--- config.mk ---
export PLATFORM = sky130hd
export DESIGN_NAME = lagging_bar_meter_with_peak_trail_top
export DESIGN_NICKNAME = d
export VERILOG_FILES = /design/src/hw/rtl/lbm_pkg.sv /design/src/hw/rtl/lagging_bar_meter_with_peak_trail_top.sv /design/src/hw/rtl/lbm_front.sv /design/src/hw/rtl/lbm_div.sv /design/src/hw/rtl/lbm_back.sv
export SDC_FILE = /design/constraint.sdc
export NUM_CORES = 2
export LEC_CHECK = 0
export BUFFER_PORTS_ARGS = -buffer_cell sky130_fd_sc_hd__buf_4
export CORE_ASPECT_RATIO = 0.7
export CORE_UTILIZATION = 45
export DETAILED_ROUTE_END_ITERATION = 10
export PLACE_DENSITY_LB_ADDON = 0.05
export SYNTH_ARGS = -nofsm -noshare
export SYNTH_HDL_FRONTEND = slang
export SYNTH_SLANG_ARGS = --single-unit
--- constraint.sdc ---
create_clock -name i_clk -period 11.65 [get_ports i_clk]
set_clock_uncertainty 0.05 [all_clocks]
set_input_delay 0.5825 -clock i_clk [delete_from_list [all_inputs] [get_ports i_clk]]
set_output_delay 0.5825 -clock i_clk [all_outputs]
set_load 0.02 [all_outputs]
--- src/hw/rtl/lbm_pkg.sv ---
// ----------------------------------------------------------------------------
// Lagging bar meter package
// Shared types and constants for the bar meter front end, back end and top.
// ----------------------------------------------------------------------------
package lbm_pkg;

    // Item kinds carried on the input tuser
    typedef enum logic [1:0] {
        KIND_RESET  = 2'd0,
        KIND_TARGET = 2'd1,
        KIND_TICK   = 2'd2,
        KIND_IDLE   = 2'd3
    } t_kind;

    // Configuration register indexes
    typedef enum logic [2:0] {
        CFG_HOLD_FRAMES     = 3'd0,
        CFG_FLASH_FRAMES    = 3'd1,
        CFG_DRAIN_INTERVAL  = 3'd2,
        CFG_REFILL_INTERVAL = 3'd3,
        CFG_BAR_LENGTH      = 3'd4,
        CFG_LOW_THRESHOLD   = 3'd5,
        CFG_BLINK_PERIOD    = 3'd6,
        CFG_UNUSED          = 3'd7
    } t_cfg_idx;

    typedef struct packed {
        logic [9:0]  hold_frames;
        logic [9:0]  flash_frames;
        logic [5:0]  drain_interval;
        logic [5:0]  refill_interval;
        logic [10:0] bar_length;
        logic [9:0]  low_threshold;
        logic [6:0]  blink_period;
    } t_cfg;

    // Back end status seen by the top level
    typedef struct packed {
        logic div_busy;
        logic out_load;
    } t_back_sts;

    // Back end sequencer states
    typedef enum logic [2:0] {
        BS_IDLE,
        BS_FRAME,
        BS_FRAME_WAIT,
        BS_APPLY,
        BS_PIX,
        BS_PIX_WAIT,
        BS_OUT
    } t_bstate;

    localparam int FIELD_W   = 16;
    localparam int PIX_W     = 11;
    localparam int FRAME_W   = 32;
    localparam int HOLD_W    = 10;
    localparam int IN_DATA_W = 32;
    localparam int OUT_W     = 72;
    localparam int CFG_IDX_W = 3;
    localparam int CFG_DAT_W = 11;

endpackage

--- src/hw/rtl/lagging_bar_meter_with_peak_trail_top.sv ---
// ----------------------------------------------------------------------------
// Lagging bar meter with peak trail
// Bar graph level meter with lagging refill, peak hold and trail drain.
// ----------------------------------------------------------------------------
// Usage:
//   Input stream (s_axis): one request per item. tuser carries the kind
//   (reset to level, new target, frame tick); tdata carries level and
//   level_max. Every request yields exactly one result on m_axis.
//   Configuration channel (i_cfg_*): register index and data, written while
//   the meter is idle; o_cfg_ready is always high.
// Processing:
//   A tick runs two division passes side by side over the 32-bit frame
//   count (refill and drain residues), then the pixel pass. Reset and
//   target requests skip the frame pass. The back end's restoring
//   dividers produce one bit a cycle; the back end takes the next request
//   only once the result of the last is loaded. A two-entry queue lets
//   the front take requests while the back works.
// Reset (i_rst_n low, synchronous): state returns to full scale 1, all levels
//   zero, frame count zero; registers return to their reset values.
// Stall: a result waits in the output register while m_axis_tready is low;
//   the back end holds and the queue fills, then s_axis_tready drops.
// ----------------------------------------------------------------------------
module lagging_bar_meter_with_peak_trail_top import lbm_pkg::*; #(
    parameter int LEVEL_BITS = 16
) (
    input  logic                 i_clk,
    input  logic                 i_rst_n,
    // Input stream
    input  logic                 s_axis_tvalid,
    output logic                 s_axis_tready,
    input  logic [IN_DATA_W-1:0] s_axis_tdata,  // level[15:0], level_max[31:16]
    input  logic [1:0]           s_axis_tuser,  // kind[1:0]
    // Result stream
    output logic                 m_axis_tvalid,
    input  logic                 m_axis_tready,
    // shown_level[15:0], trail_level[31:16], goal_level[47:32],
    // fill_pixels[58:48], trail_pixels[69:59], low_blink_on[70],
    // trail_flashing[71]
    output logic [OUT_W-1:0]     m_axis_tdata,
    // Configuration writes
    input  logic                 i_cfg_valid,
    output logic                 o_cfg_ready,
    input  logic [CFG_IDX_W-1:0] i_cfg_index,
    input  logic [CFG_DAT_W-1:0] i_cfg_data
);

    t_cfg                  r_cfg;
    t_back_sts             w_sts;
    logic                  w_q_valid, w_q_pop;
    t_kind                 w_q_kind;
    logic [LEVEL_BITS-1:0] w_q_level, w_q_scale;

    assign o_cfg_ready = 1'b1;

    // Hold configuration; take each register from the low bits of the data
    always_ff @(posedge i_clk) begin
        if (!i_rst_n) begin
            r_cfg.hold_frames     <= '0;
            r_cfg.flash_frames    <= '0;
            r_cfg.drain_interval  <= 6'd1;
            r_cfg.refill_interval <= 6'd1;
            r_cfg.bar_length      <= 11'd1;
            r_cfg.low_threshold   <= '0;
            r_cfg.blink_period    <= 7'd1;
        end else if (i_cfg_valid && o_cfg_ready) begin
            case (t_cfg_idx'(i_cfg_index))
                CFG_HOLD_FRAMES:     r_cfg.hold_frames     <= i_cfg_data[9:0];
                CFG_FLASH_FRAMES:    r_cfg.flash_frames    <= i_cfg_data[9:0];
                CFG_DRAIN_INTERVAL:  r_cfg.drain_interval  <= i_cfg_data[5:0];
                CFG_REFILL_INTERVAL: r_cfg.refill_interval <= i_cfg_data[5:0];
                CFG_BAR_LENGTH:      r_cfg.bar_length      <= i_cfg_data[10:0];
                CFG_LOW_THRESHOLD:   r_cfg.low_threshold   <= i_cfg_data[9:0];
                CFG_BLINK_PERIOD:    r_cfg.blink_period    <= i_cfg_data[6:0];
                default: begin
                    r_cfg <= r_cfg;
                end
            endcase
        end
    end

    // Classify and queue requests
    lbm_front #(.LEVEL_BITS(LEVEL_BITS)) u_front (
        .i_clk         (i_clk),
        .i_rst_n       (i_rst_n),
        .i_s_valid     (s_axis_tvalid),
        .o_s_ready     (s_axis_tready),
        .i_s_kind      (s_axis_tuser),
        .i_s_level     (s_axis_tdata[15:0]),
        .i_s_level_max (s_axis_tdata[31:16]),
        .o_q_valid     (w_q_valid),
        .i_q_pop       (w_q_pop),
        .o_q_kind      (w_q_kind),
        .o_q_level     (w_q_level),
        .o_q_scale     (w_q_scale)
    );

    // Update the meter and produce results
    lbm_back #(.LEVEL_BITS(LEVEL_BITS)) u_back (
        .i_clk     (i_clk),
        .i_rst_n   (i_rst_n),
        .i_cfg     (r_cfg),
        .i_q_valid (w_q_valid),
        .o_q_pop   (w_q_pop),
        .i_q_kind  (w_q_kind),
        .i_q_level (w_q_level),
        .i_q_scale (w_q_scale),
        .o_m_valid (m_axis_tvalid),
        .i_m_ready (m_axis_tready),
        .o_m_data  (m_axis_tdata),
        .o_sts     (w_sts)
    );

`ifndef SYNTHESIS
    // Never overwrite a result the receiver has not taken
    a_no_overwrite: assert property (@(posedge i_clk) disable iff (!i_rst_n)
        w_sts.out_load |-> (!m_axis_tvalid || m_axis_tready))
        else $error("result loaded over an untaken result");

    // A result appears only from a back end load
    a_valid_from_load: assert property (@(posedge i_clk) disable iff (!i_rst_n)
        $rose(m_axis_tvalid) |-> $past(w_sts.out_load))
        else $error("result valid rose without a load");

    // Results are built only after every division pass has finished
    a_load_after_div: assert property (@(posedge i_clk) disable iff (!i_rst_n)
        w_sts.out_load |-> !w_sts.div_busy)
        else $error("result loaded while a divider is busy");
`endif

endmodule

--- src/hw/rtl/lbm_front.sv ---
// ----------------------------------------------------------------------------
// Bar meter front end
// Accepts items, clamps the level to full scale and queues them for the back.
// ----------------------------------------------------------------------------
module lbm_front import lbm_pkg::*; #(
    parameter int LEVEL_BITS = 16
) (
    input  logic                  i_clk,
    input  logic                  i_rst_n,
    input  logic                  i_s_valid,
    output logic                  o_s_ready,
    input  logic [1:0]            i_s_kind,
    input  logic [FIELD_W-1:0]    i_s_level,
    input  logic [FIELD_W-1:0]    i_s_level_max,
    output logic                  o_q_valid,
    input  logic                  i_q_pop,
    output t_kind                 o_q_kind,
    output logic [LEVEL_BITS-1:0] o_q_level,
    output logic [LEVEL_BITS-1:0] o_q_scale
);

    t_kind                 r_kind [2];
    logic [LEVEL_BITS-1:0] r_lvl  [2];
    logic [LEVEL_BITS-1:0] r_scl  [2];
    logic                  r_wr_ptr, r_rd_ptr;
    logic [1:0]            r_count, n_count;

    logic [LEVEL_BITS-1:0] w_lvl, w_top, w_scale, w_clamped;
    logic                  w_push;

    // Mask to the level width, take a zero scale as one, clamp
    always_comb begin
        w_lvl     = LEVEL_BITS'(i_s_level);
        w_top     = LEVEL_BITS'(i_s_level_max);
        w_scale   = (w_top == '0) ? LEVEL_BITS'(1) : w_top;
        w_clamped = (w_lvl > w_scale) ? w_scale : w_lvl;
    end

    assign o_s_ready = (r_count != 2'd2);
    assign w_push    = i_s_valid && o_s_ready;
    assign o_q_valid = (r_count != 2'd0);
    assign o_q_kind  = r_kind[r_rd_ptr];
    assign o_q_level = r_lvl[r_rd_ptr];
    assign o_q_scale = r_scl[r_rd_ptr];

    always_comb begin
        n_count = r_count;
        if (w_push && !i_q_pop) begin
            n_count = r_count + 2'd1;
        end else if (!w_push && i_q_pop) begin
            n_count = r_count - 2'd1;
        end
    end

    always_ff @(posedge i_clk) begin
        if (!i_rst_n) begin
            r_wr_ptr <= 1'b0;
            r_rd_ptr <= 1'b0;
            r_count  <= 2'd0;
        end else begin
            r_count <= n_count;
            if (w_push) begin
                r_wr_ptr <= ~r_wr_ptr;
            end
            if (i_q_pop) begin
                r_rd_ptr <= ~r_rd_ptr;
            end
        end
    end

    always_ff @(posedge i_clk) begin
        if (w_push) begin
            r_kind[r_wr_ptr] <= t_kind'(i_s_kind);
            r_lvl[r_wr_ptr]  <= w_clamped;
            r_scl[r_wr_ptr]  <= w_scale;
        end
    end

endmodule

--- src/hw/rtl/lbm_div.sv ---
// ----------------------------------------------------------------------------
// Bar meter divider
// Restoring divider, one quotient bit per cycle; divisor must be nonzero.
// ----------------------------------------------------------------------------
module lbm_div #(
    parameter int NUM_W = 32,
    parameter int DEN_W = 8
) (
    input  logic             i_clk,
    input  logic             i_rst_n,
    input  logic             i_start,
    input  logic [NUM_W-1:0] i_num,
    input  logic [DEN_W-1:0] i_den,
    output logic             o_busy,
    output logic [NUM_W-1:0] o_quo,
    output logic [DEN_W-1:0] o_rem
);

    localparam int CNT_W = $clog2(NUM_W + 1);

    logic [NUM_W-1:0] r_quo;
    logic [DEN_W-1:0] r_rem, r_den, n_rem;
    logic [CNT_W-1:0] r_cnt;
    logic             r_busy;
    logic [DEN_W:0]   w_trial;
    logic             w_ge;

    always_comb begin
        w_trial = {r_rem, r_quo[NUM_W-1]};
        w_ge    = (w_trial >= {1'b0, r_den});
        n_rem   = w_ge ? DEN_W'(w_trial - {1'b0, r_den}) : w_trial[DEN_W-1:0];
    end

    always_ff @(posedge i_clk) begin
        if (!i_rst_n) begin
            r_busy <= 1'b0;
            r_cnt  <= '0;
        end else if (i_start) begin
            r_busy <= 1'b1;
            r_cnt  <= CNT_W'(NUM_W);
        end else if (r_busy) begin
            r_cnt <= r_cnt - CNT_W'(1);
            if (r_cnt == CNT_W'(1)) begin
                r_busy <= 1'b0;
            end
        end
    end

    always_ff @(posedge i_clk) begin
        if (i_start) begin
            r_quo <= i_num;
            r_rem <= '0;
            r_den <= i_den;
        end else if (r_busy) begin
            r_quo <= {r_quo[NUM_W-2:0], w_ge};
            r_rem <= n_rem;
        end
    end

    assign o_busy = r_busy;
    assign o_quo  = r_quo;
    assign o_rem  = r_rem;

endmodule

--- src/hw/rtl/lbm_back.sv ---
// ----------------------------------------------------------------------------
// Bar meter back end
// Applies queued items to the meter state and builds the result word.
// ----------------------------------------------------------------------------
module lbm_back import lbm_pkg::*; #(
    parameter int LEVEL_BITS = 16
) (
    input  logic                  i_clk,
    input  logic                  i_rst_n,
    input  t_cfg                  i_cfg,
    input  logic                  i_q_valid,
    output logic                  o_q_pop,
    input  t_kind                 i_q_kind,
    input  logic [LEVEL_BITS-1:0] i_q_level,
    input  logic [LEVEL_BITS-1:0] i_q_scale,
    output logic                  o_m_valid,
    input  logic                  i_m_ready,
    output logic [OUT_W-1:0]      o_m_data,
    output t_back_sts             o_sts
);

    localparam int LB    = LEVEL_BITS;
    localparam int PIX_N = LB + PIX_W + 1;
    localparam int THR_W = LB + HOLD_W;

    t_bstate             r_state, n_state;
    t_kind               r_kind;
    logic [LB-1:0]       r_lvl, r_scale;
    logic [LB-1:0]       r_fs, r_goal, r_shown, r_trail;
    logic [LB-1:0]       n_fs, n_goal, n_shown, n_trail;
    logic [HOLD_W-1:0]   r_hc, n_hc;
    logic [FRAME_W-1:0]  r_fc;
    logic                r_out_valid;
    logic [OUT_W-1:0]    r_out_data;

    logic w_pop, w_start_frame, w_start_pix, w_apply, w_load;

    logic [5:0]          w_refill_den, w_drain_den, w_refill_rem, w_drain_rem;
    logic [6:0]          w_blink_den, w_blink_rem;
    logic [FRAME_W-1:0]  w_blink_quo;
    logic [PIX_N-1:0]    w_fill_num, w_trl_num, w_fill_quo, w_trl_quo;
    logic [LB-1:0]       w_fill_rem, w_trl_rem;
    logic                w_busy_ref, w_busy_drn, w_busy_blk, w_busy_fill, w_busy_trl;
    logic                w_frame_busy, w_pix_busy;

    logic [LB-1:0]       w_sh1;
    logic [PIX_W-1:0]    w_fill_px, w_trl_px;
    logic                w_blink, w_flash;
    logic signed [HOLD_W+1:0] w_flash_thr;

    // Intervals of zero act as one
    assign w_refill_den = (i_cfg.refill_interval == '0) ? 6'd1 : i_cfg.refill_interval;
    assign w_drain_den  = (i_cfg.drain_interval == '0) ? 6'd1 : i_cfg.drain_interval;
    assign w_blink_den  = (i_cfg.blink_period == '0) ? 7'd1 : i_cfg.blink_period;

    // Rounded pixel numerators: level * bar + scale / 2
    assign w_fill_num = PIX_N'(r_shown) * PIX_N'(i_cfg.bar_length) + PIX_N'(r_fs >> 1);
    assign w_trl_num  = PIX_N'(r_trail) * PIX_N'(i_cfg.bar_length) + PIX_N'(r_fs >> 1);

    lbm_div #(.NUM_W(FRAME_W), .DEN_W(6)) u_div_ref (
        .i_clk(i_clk), .i_rst_n(i_rst_n), .i_start(w_start_frame),
        .i_num(r_fc), .i_den(w_refill_den), .o_busy(w_busy_ref),
        .o_quo(), .o_rem(w_refill_rem)
    );

    lbm_div #(.NUM_W(FRAME_W), .DEN_W(6)) u_div_drn (
        .i_clk(i_clk), .i_rst_n(i_rst_n), .i_start(w_start_frame),
        .i_num(r_fc), .i_den(w_drain_den), .o_busy(w_busy_drn),
        .o_quo(), .o_rem(w_drain_rem)
    );

    lbm_div #(.NUM_W(FRAME_W), .DEN_W(7)) u_div_blk (
        .i_clk(i_clk), .i_rst_n(i_rst_n), .i_start(w_start_pix),
        .i_num(r_fc), .i_den(w_blink_den), .o_busy(w_busy_blk),
        .o_quo(w_blink_quo), .o_rem(w_blink_rem)
    );

    lbm_div #(.NUM_W(PIX_N), .DEN_W(LB)) u_div_fill (
        .i_clk(i_clk), .i_rst_n(i_rst_n), .i_start(w_start_pix),
        .i_num(w_fill_num), .i_den(r_fs), .o_busy(w_busy_fill),
        .o_quo(w_fill_quo), .o_rem(w_fill_rem)
    );

    lbm_div #(.NUM_W(PIX_N), .DEN_W(LB)) u_div_trl (
        .i_clk(i_clk), .i_rst_n(i_rst_n), .i_start(w_start_pix),
        .i_num(w_trl_num), .i_den(r_fs), .o_busy(w_busy_trl),
        .o_quo(w_trl_quo), .o_rem(w_trl_rem)
    );

    assign w_frame_busy = w_busy_ref || w_busy_drn;
    assign w_pix_busy   = w_busy_blk || w_busy_fill || w_busy_trl;

    // Next state
    always_comb begin
        n_state = r_state;
        case (r_state)
            BS_IDLE: begin
                if (i_q_valid) begin
                    n_state = (i_q_kind == KIND_TICK) ? BS_FRAME : BS_APPLY;
                end
            end
            BS_FRAME:      n_state = BS_FRAME_WAIT;
            BS_FRAME_WAIT: n_state = w_frame_busy ? BS_FRAME_WAIT : BS_APPLY;
            BS_APPLY:      n_state = BS_PIX;
            BS_PIX:        n_state = BS_PIX_WAIT;
            BS_PIX_WAIT:   n_state = w_pix_busy ? BS_PIX_WAIT : BS_OUT;
            BS_OUT: begin
                if (!r_out_valid || i_m_ready) begin
                    n_state = BS_IDLE;
                end
            end
            default:       n_state = BS_IDLE;
        endcase
    end

    // State outputs
    always_comb begin
        w_pop         = 1'b0;
        w_start_frame = 1'b0;
        w_start_pix   = 1'b0;
        w_apply       = 1'b0;
        w_load        = 1'b0;
        case (r_state)
            BS_IDLE:  w_pop         = i_q_valid;
            BS_FRAME: w_start_frame = 1'b1;
            BS_APPLY: w_apply       = 1'b1;
            BS_PIX:   w_start_pix   = 1'b1;
            BS_OUT:   w_load        = !r_out_valid || i_m_ready;
            default: begin
                w_pop = 1'b0;
            end
        endcase
    end

    // Meter update
    always_comb begin
        n_fs    = r_fs;
        n_goal  = r_goal;
        n_shown = r_shown;
        n_trail = r_trail;
        n_hc    = r_hc;
        w_sh1   = (r_shown < r_goal && w_refill_rem == '0) ? r_shown + LB'(1) : r_shown;
        case (r_kind)
            KIND_RESET: begin
                n_fs    = r_scale;
                n_goal  = r_lvl;
                n_shown = r_lvl;
                n_trail = r_lvl;
                n_hc    = '0;
            end
            KIND_TARGET: begin
                n_fs   = r_scale;
                n_goal = r_lvl;
                if (r_lvl < r_goal) begin
                    n_trail = (r_shown > r_trail) ? r_shown : r_trail;
                    n_shown = r_lvl;
                    n_hc    = i_cfg.hold_frames;
                end
            end
            KIND_TICK: begin
                n_shown = w_sh1;
                if (r_trail <= w_sh1) begin
                    n_trail = w_sh1;
                end else if (r_hc != '0) begin
                    n_hc = r_hc - HOLD_W'(1);
                end else if (w_drain_rem == '0) begin
                    n_trail = r_trail - LB'(1);
                end
            end
            default: begin
                n_fs = r_fs;
            end
        endcase
    end

    // Result fields; pixel counts saturate at the bar length
    always_comb begin
        w_fill_px = (w_fill_quo > PIX_N'(i_cfg.bar_length)) ? i_cfg.bar_length
                                                            : w_fill_quo[PIX_W-1:0];
        w_trl_px  = (w_trl_quo > PIX_N'(i_cfg.bar_length)) ? i_cfg.bar_length
                                                           : w_trl_quo[PIX_W-1:0];
        w_blink   = (r_shown != '0) &&
                    (THR_W'(r_shown) <= THR_W'(i_cfg.low_threshold)) &&
                    w_blink_quo[0];
        w_flash_thr = $signed({2'b00, i_cfg.hold_frames}) -
                      $signed({2'b00, i_cfg.flash_frames});
        w_flash   = $signed({2'b00, r_hc}) > w_flash_thr;
    end

    always_ff @(posedge i_clk) begin
        if (!i_rst_n) begin
            r_state     <= BS_IDLE;
            r_fs        <= LB'(1);
            r_goal      <= '0;
            r_shown     <= '0;
            r_trail     <= '0;
            r_hc        <= '0;
            r_fc        <= '0;
            r_out_valid <= 1'b0;
        end else begin
            r_state <= n_state;
            if (w_pop && i_q_kind == KIND_TICK) begin
                r_fc <= r_fc + FRAME_W'(1);
            end
            if (w_apply) begin
                r_fs    <= n_fs;
                r_goal  <= n_goal;
                r_shown <= n_shown;
                r_trail <= n_trail;
                r_hc    <= n_hc;
            end
            if (w_load) begin
                r_out_valid <= 1'b1;
            end else if (i_m_ready) begin
                r_out_valid <= 1'b0;
            end
        end
    end

    always_ff @(posedge i_clk) begin
        if (w_pop) begin
            r_kind  <= i_q_kind;
            r_lvl   <= i_q_level;
            r_scale <= i_q_scale;
        end
        if (w_load) begin
            r_out_data <= {w_flash, w_blink, w_trl_px, w_fill_px,
                           FIELD_W'(r_goal), FIELD_W'(r_trail), FIELD_W'(r_shown)};
        end
    end

    assign o_q_pop        = w_pop;
    assign o_m_valid      = r_out_valid;
    assign o_m_data       = r_out_data;
    assign o_sts.div_busy = w_frame_busy || w_pix_busy;
    assign o_sts.out_load = w_load;

endmodule
==> out/metrics.csv <==
metric;value;unit
initial cell density of the core;45.7;%
area of the multi-input gates;24200;um^2
grt total ovfl;0;
FF-to-FF path depth;18;
IO buf count;126;
post-CTS setup buffer count;0;
Post-Synthesis Mean Instance Area;9.36;um^2
ys async rst share;0;%
clock tree buffer depth;3;
Worst Setup SP;u_back.r_shown[11];
total power draw;8.41;mW
Yosys cell types;94;
pwr dens;176;nW/um^2
DR vias;32600;
WP depth;18;
worst flop-to-flop path startpoint;u_back.r_shown[11];
antenna viol nets, final;0;
reg-to-reg critical path endpoint;u_back.u_div_fill.o_quo[25];
Mapped Cells;4614;
TritonCTS clock tree;done;
Placer Congestion;0.901;
FF+latch count, synth;620;
Clock Sinks;620;
post_cts resized;0;
DP HPWL;93700;um
cts hold-fix bufs;0;
CTS Root Cell;clkbuf_16;
CP max stage delay;0.88;ns
Post-synth EDFFs;361;
Synthesis Warnings;0;
Post-synth top flop;edfxtp_1;
Cell Chain, Critical Path;inv_1 > nor2_1 > fa_1 > fa_1 > fa_1 > fa_1 > inv_1 > fa_1 > inv_1 > ha_1 > and4_1 > nor3b_1 > nand2_1 > o21ba_2 > o21ai_0 > a2111oi_0 > o21ai_0 > a31o_2;
RSZ-0062 raised after global routing;false;
r2r setup slk;4.45;ns
Lkg Pwr;20.6;nW
final setup vio count;0;
Period Utilization, post-route;61.8;%
P&R area growth vs syn;10.9;%
number of global-route vias before repair;31400;
length of the first detailed-routing pass in iterations;5;
post-synth net total;5294;
crit path time final;7.20;ns
Placed Cells;5824;
family with the most delay on the worst path;adder cells;
Worst Path Required;12.03;ns
Total GRT Usage;26.7;%
layout net count;5327;
count of pins over their slew limit;0;
clock slew at reported path FFs;0.06;ns
drt via density;5.48;
number of top-level pins;128;
Die H;261;um
most used cell, CP;fa_1;
Initial DRC Count;2784;
Setup crit start kind;register;
mapped cell area;43200;um^2
final cell count without fillers;5953;
worst-margin pin slew;1.21;ns
initial antenna violation count;7;
register area share after synthesis;37.1;%
crit path DAT;7.59;ns
hold_ws;0.0555;ns
# rows;94;
first-pass GRT wire length;197000;um
Rel. slew slack;18.9;%
die area;97200;um^2
critical path capture point;u_back.u_div_fill.o_quo[25];
Fmax;139;MHz
Final TNS setup;0;ns
Fillers;8940;
critical path type;register to register;
DRC Markers;0;
Final Hold Fails;0;
core area;94600;um^2
Final Routed Wirelength;127000;um
cts bufs inserted;69;
Die X;372;um
clock latency on the worst-skew pair;0.68;ns
WL/cell;21.4;um
worst min path class;input pin to register;
worst path buffer plus inverter count;3;
Max-Cap Viols;0;
crit path max-delay cell type;dfxtp_1;
VDD IR-drop max;0.000118;V
status;completed;
share of layout cells above drive strength 1;9.06;%
storage element area;16000;um^2
htree depth;3;
largest net degree at the start of global routing;88;
worst-path maximum fanout;17;
Crit. End Element;register;
[where the power goes]
group / switching [mW] / total, mW / internal (mW)
combinational: 1.76 / 2.77 / 1.02
clock: 1.02 / 2.44 / 1.42
sequential: 0.315 / 3.20 / 2.89
[how the worst min path moves through the flow]
stage	startpoint	end	slack, ns	cells past startpoint
2_1_floorplan	u_back.r_fs[0]	u_back.u_div_fill.r_den[0]	0.36	0
3_3_place_gp	u_back.r_fs[0]	u_back.u_div_fill.r_den[0]	0.38	0
3_5_place_dp	u_back.r_fs[0]	u_back.u_div_fill.r_den[0]	0.38	0
4_1_cts	s_axis_tuser[1]	u_front.r_kind[1][1]	0.01	1
5_1_grt	s_axis_tuser[1]	u_front.r_kind[0][1]	0.02	1
6_report	s_axis_tuser[1]	u_front.r_kind[1][1]	0.06	1
[through the flow]
step | util (%) | instance area [um^2] | setup slack (ns)
global placement | 48.0 | 45400 | 4.75
finish | 50.6 | 47900 | 4.45
CTS | 50.6 | 47900 | 4.67
global route | 50.6 | 47900 | 4.23
detailed placement | 48.0 | 45400 | 4.68
floorplan | - | 43200 | 5.68
[synth_stat cells (48+ instances only)]
cell | n | area, um^2
dfxtp_1 | 259 | 5180
edfxtp_1 | 361 | 10800
mux2_2 | 75 | 845
ha_1 | 339 | 4240
xnor2_1 | 98 | 858
inv_1 | 555 | 2080
fa_1 | 288 | 5770
a21o_1 | 48 | 360
nor2_1 | 285 | 1070
a21oi_1 | 257 | 1290
clkbuf_1 | 200 | 751
xor2_1 | 52 | 455
nor3_1 | 53 | 265
nand3_1 | 83 | 415
nand2_1 | 847 | 3180
and2_1 | 60 | 375
o21ai_0 | 183 | 916
[cell usage in the layout, fill, tap and decap left out, types with 33 or more instances in the layout]
cell type / instances
a21o_1: 48
a21oi_1: 257
and2_1: 60
buf_4: 192
clkbuf_16: 70
dfxtp_1: 259
edfxtp_1: 361
fa_1: 288
ha_1: 339
inv_1: 553
mux2_2: 75
mux2i_1: 46
nand2_1: 846
nand2b_1: 37
nand3_1: 83
nand4_1: 33
nor2_1: 283
nor3_1: 53
o21ai_0: 183
xnor2_1: 98
xor2_1: 52
[logic make-up after synthesis]
family | synth area share, %
buf+inv | 6.96
xor+xnor | 3.04
flops | 37.1
mux | 3.05
compound gates | 10.9
fa+ha+maj | 23.2
simple gates | 15.8
other cells | 0.00868
[final cells by class]
type | instances | share of cell area (%)
inverter | 564 | 4.43
antenna | 2 | 0.0105
timing repair buffer | 192 | 3.01
clock buffer | 86 | 3.93
multi-input combinational | 3200 | 50.5
tap | 1248 | 3.26
sequential | 620 | 33.5
clock inverter | 41 | 1.36
[layer usage]
metal	part of all wire [%]	track usage, %
met1	52	44.0
met2	37	34.7
met3	8.6	6.09
met4	1.6	4.87
met5	0.027	0
[sequential cells by signal, indices dropped and copies added (netlist names), 7 cells and up, named ones only]
signal                   cells
u_back.r_shown              16
u_back.u_div_fill.r_den     16
u_back.u_div_trl.o_quo      28
u_back.u_div_ref.o_quo      32
u_back.u_div_drn.o_quo      32
u_back.u_div_fill.o_quo     28
u_front.r_lvl               32
u_back.u_div_blk.o_rem       7
u_front.r_scl               32
u_back.r_hc                 10
u_back.u_div_trl.o_rem      16
u_back.r_goal               16
u_back.r_lvl                16
u_back.u_div_blk.o_quo      32
u_back.r_fs                 16
u_back.u_div_fill.o_rem     16
u_back.r_trail              16
u_back.o_m_data             72
u_back.r_scale              16
u_back.u_div_blk.r_den       7
r_cfg                       60
u_back.r_fc                 32
[worst reg2reg max path, delay by kind of cell, from the launching register on]
| kind | cells | cell delay (ns) |
|---|---|---|
| adders and majority gates | 6 | 2.98 |
| AOI/OAI and AO/OA | 5 | 1.36 |
| and+or+nand+nor | 4 | 1.18 |
| DFF | 1 | 0.88 |
| buffers and inverters | 3 | 0.51 |
Note: power is estimated with default switching activity, not from simulation.
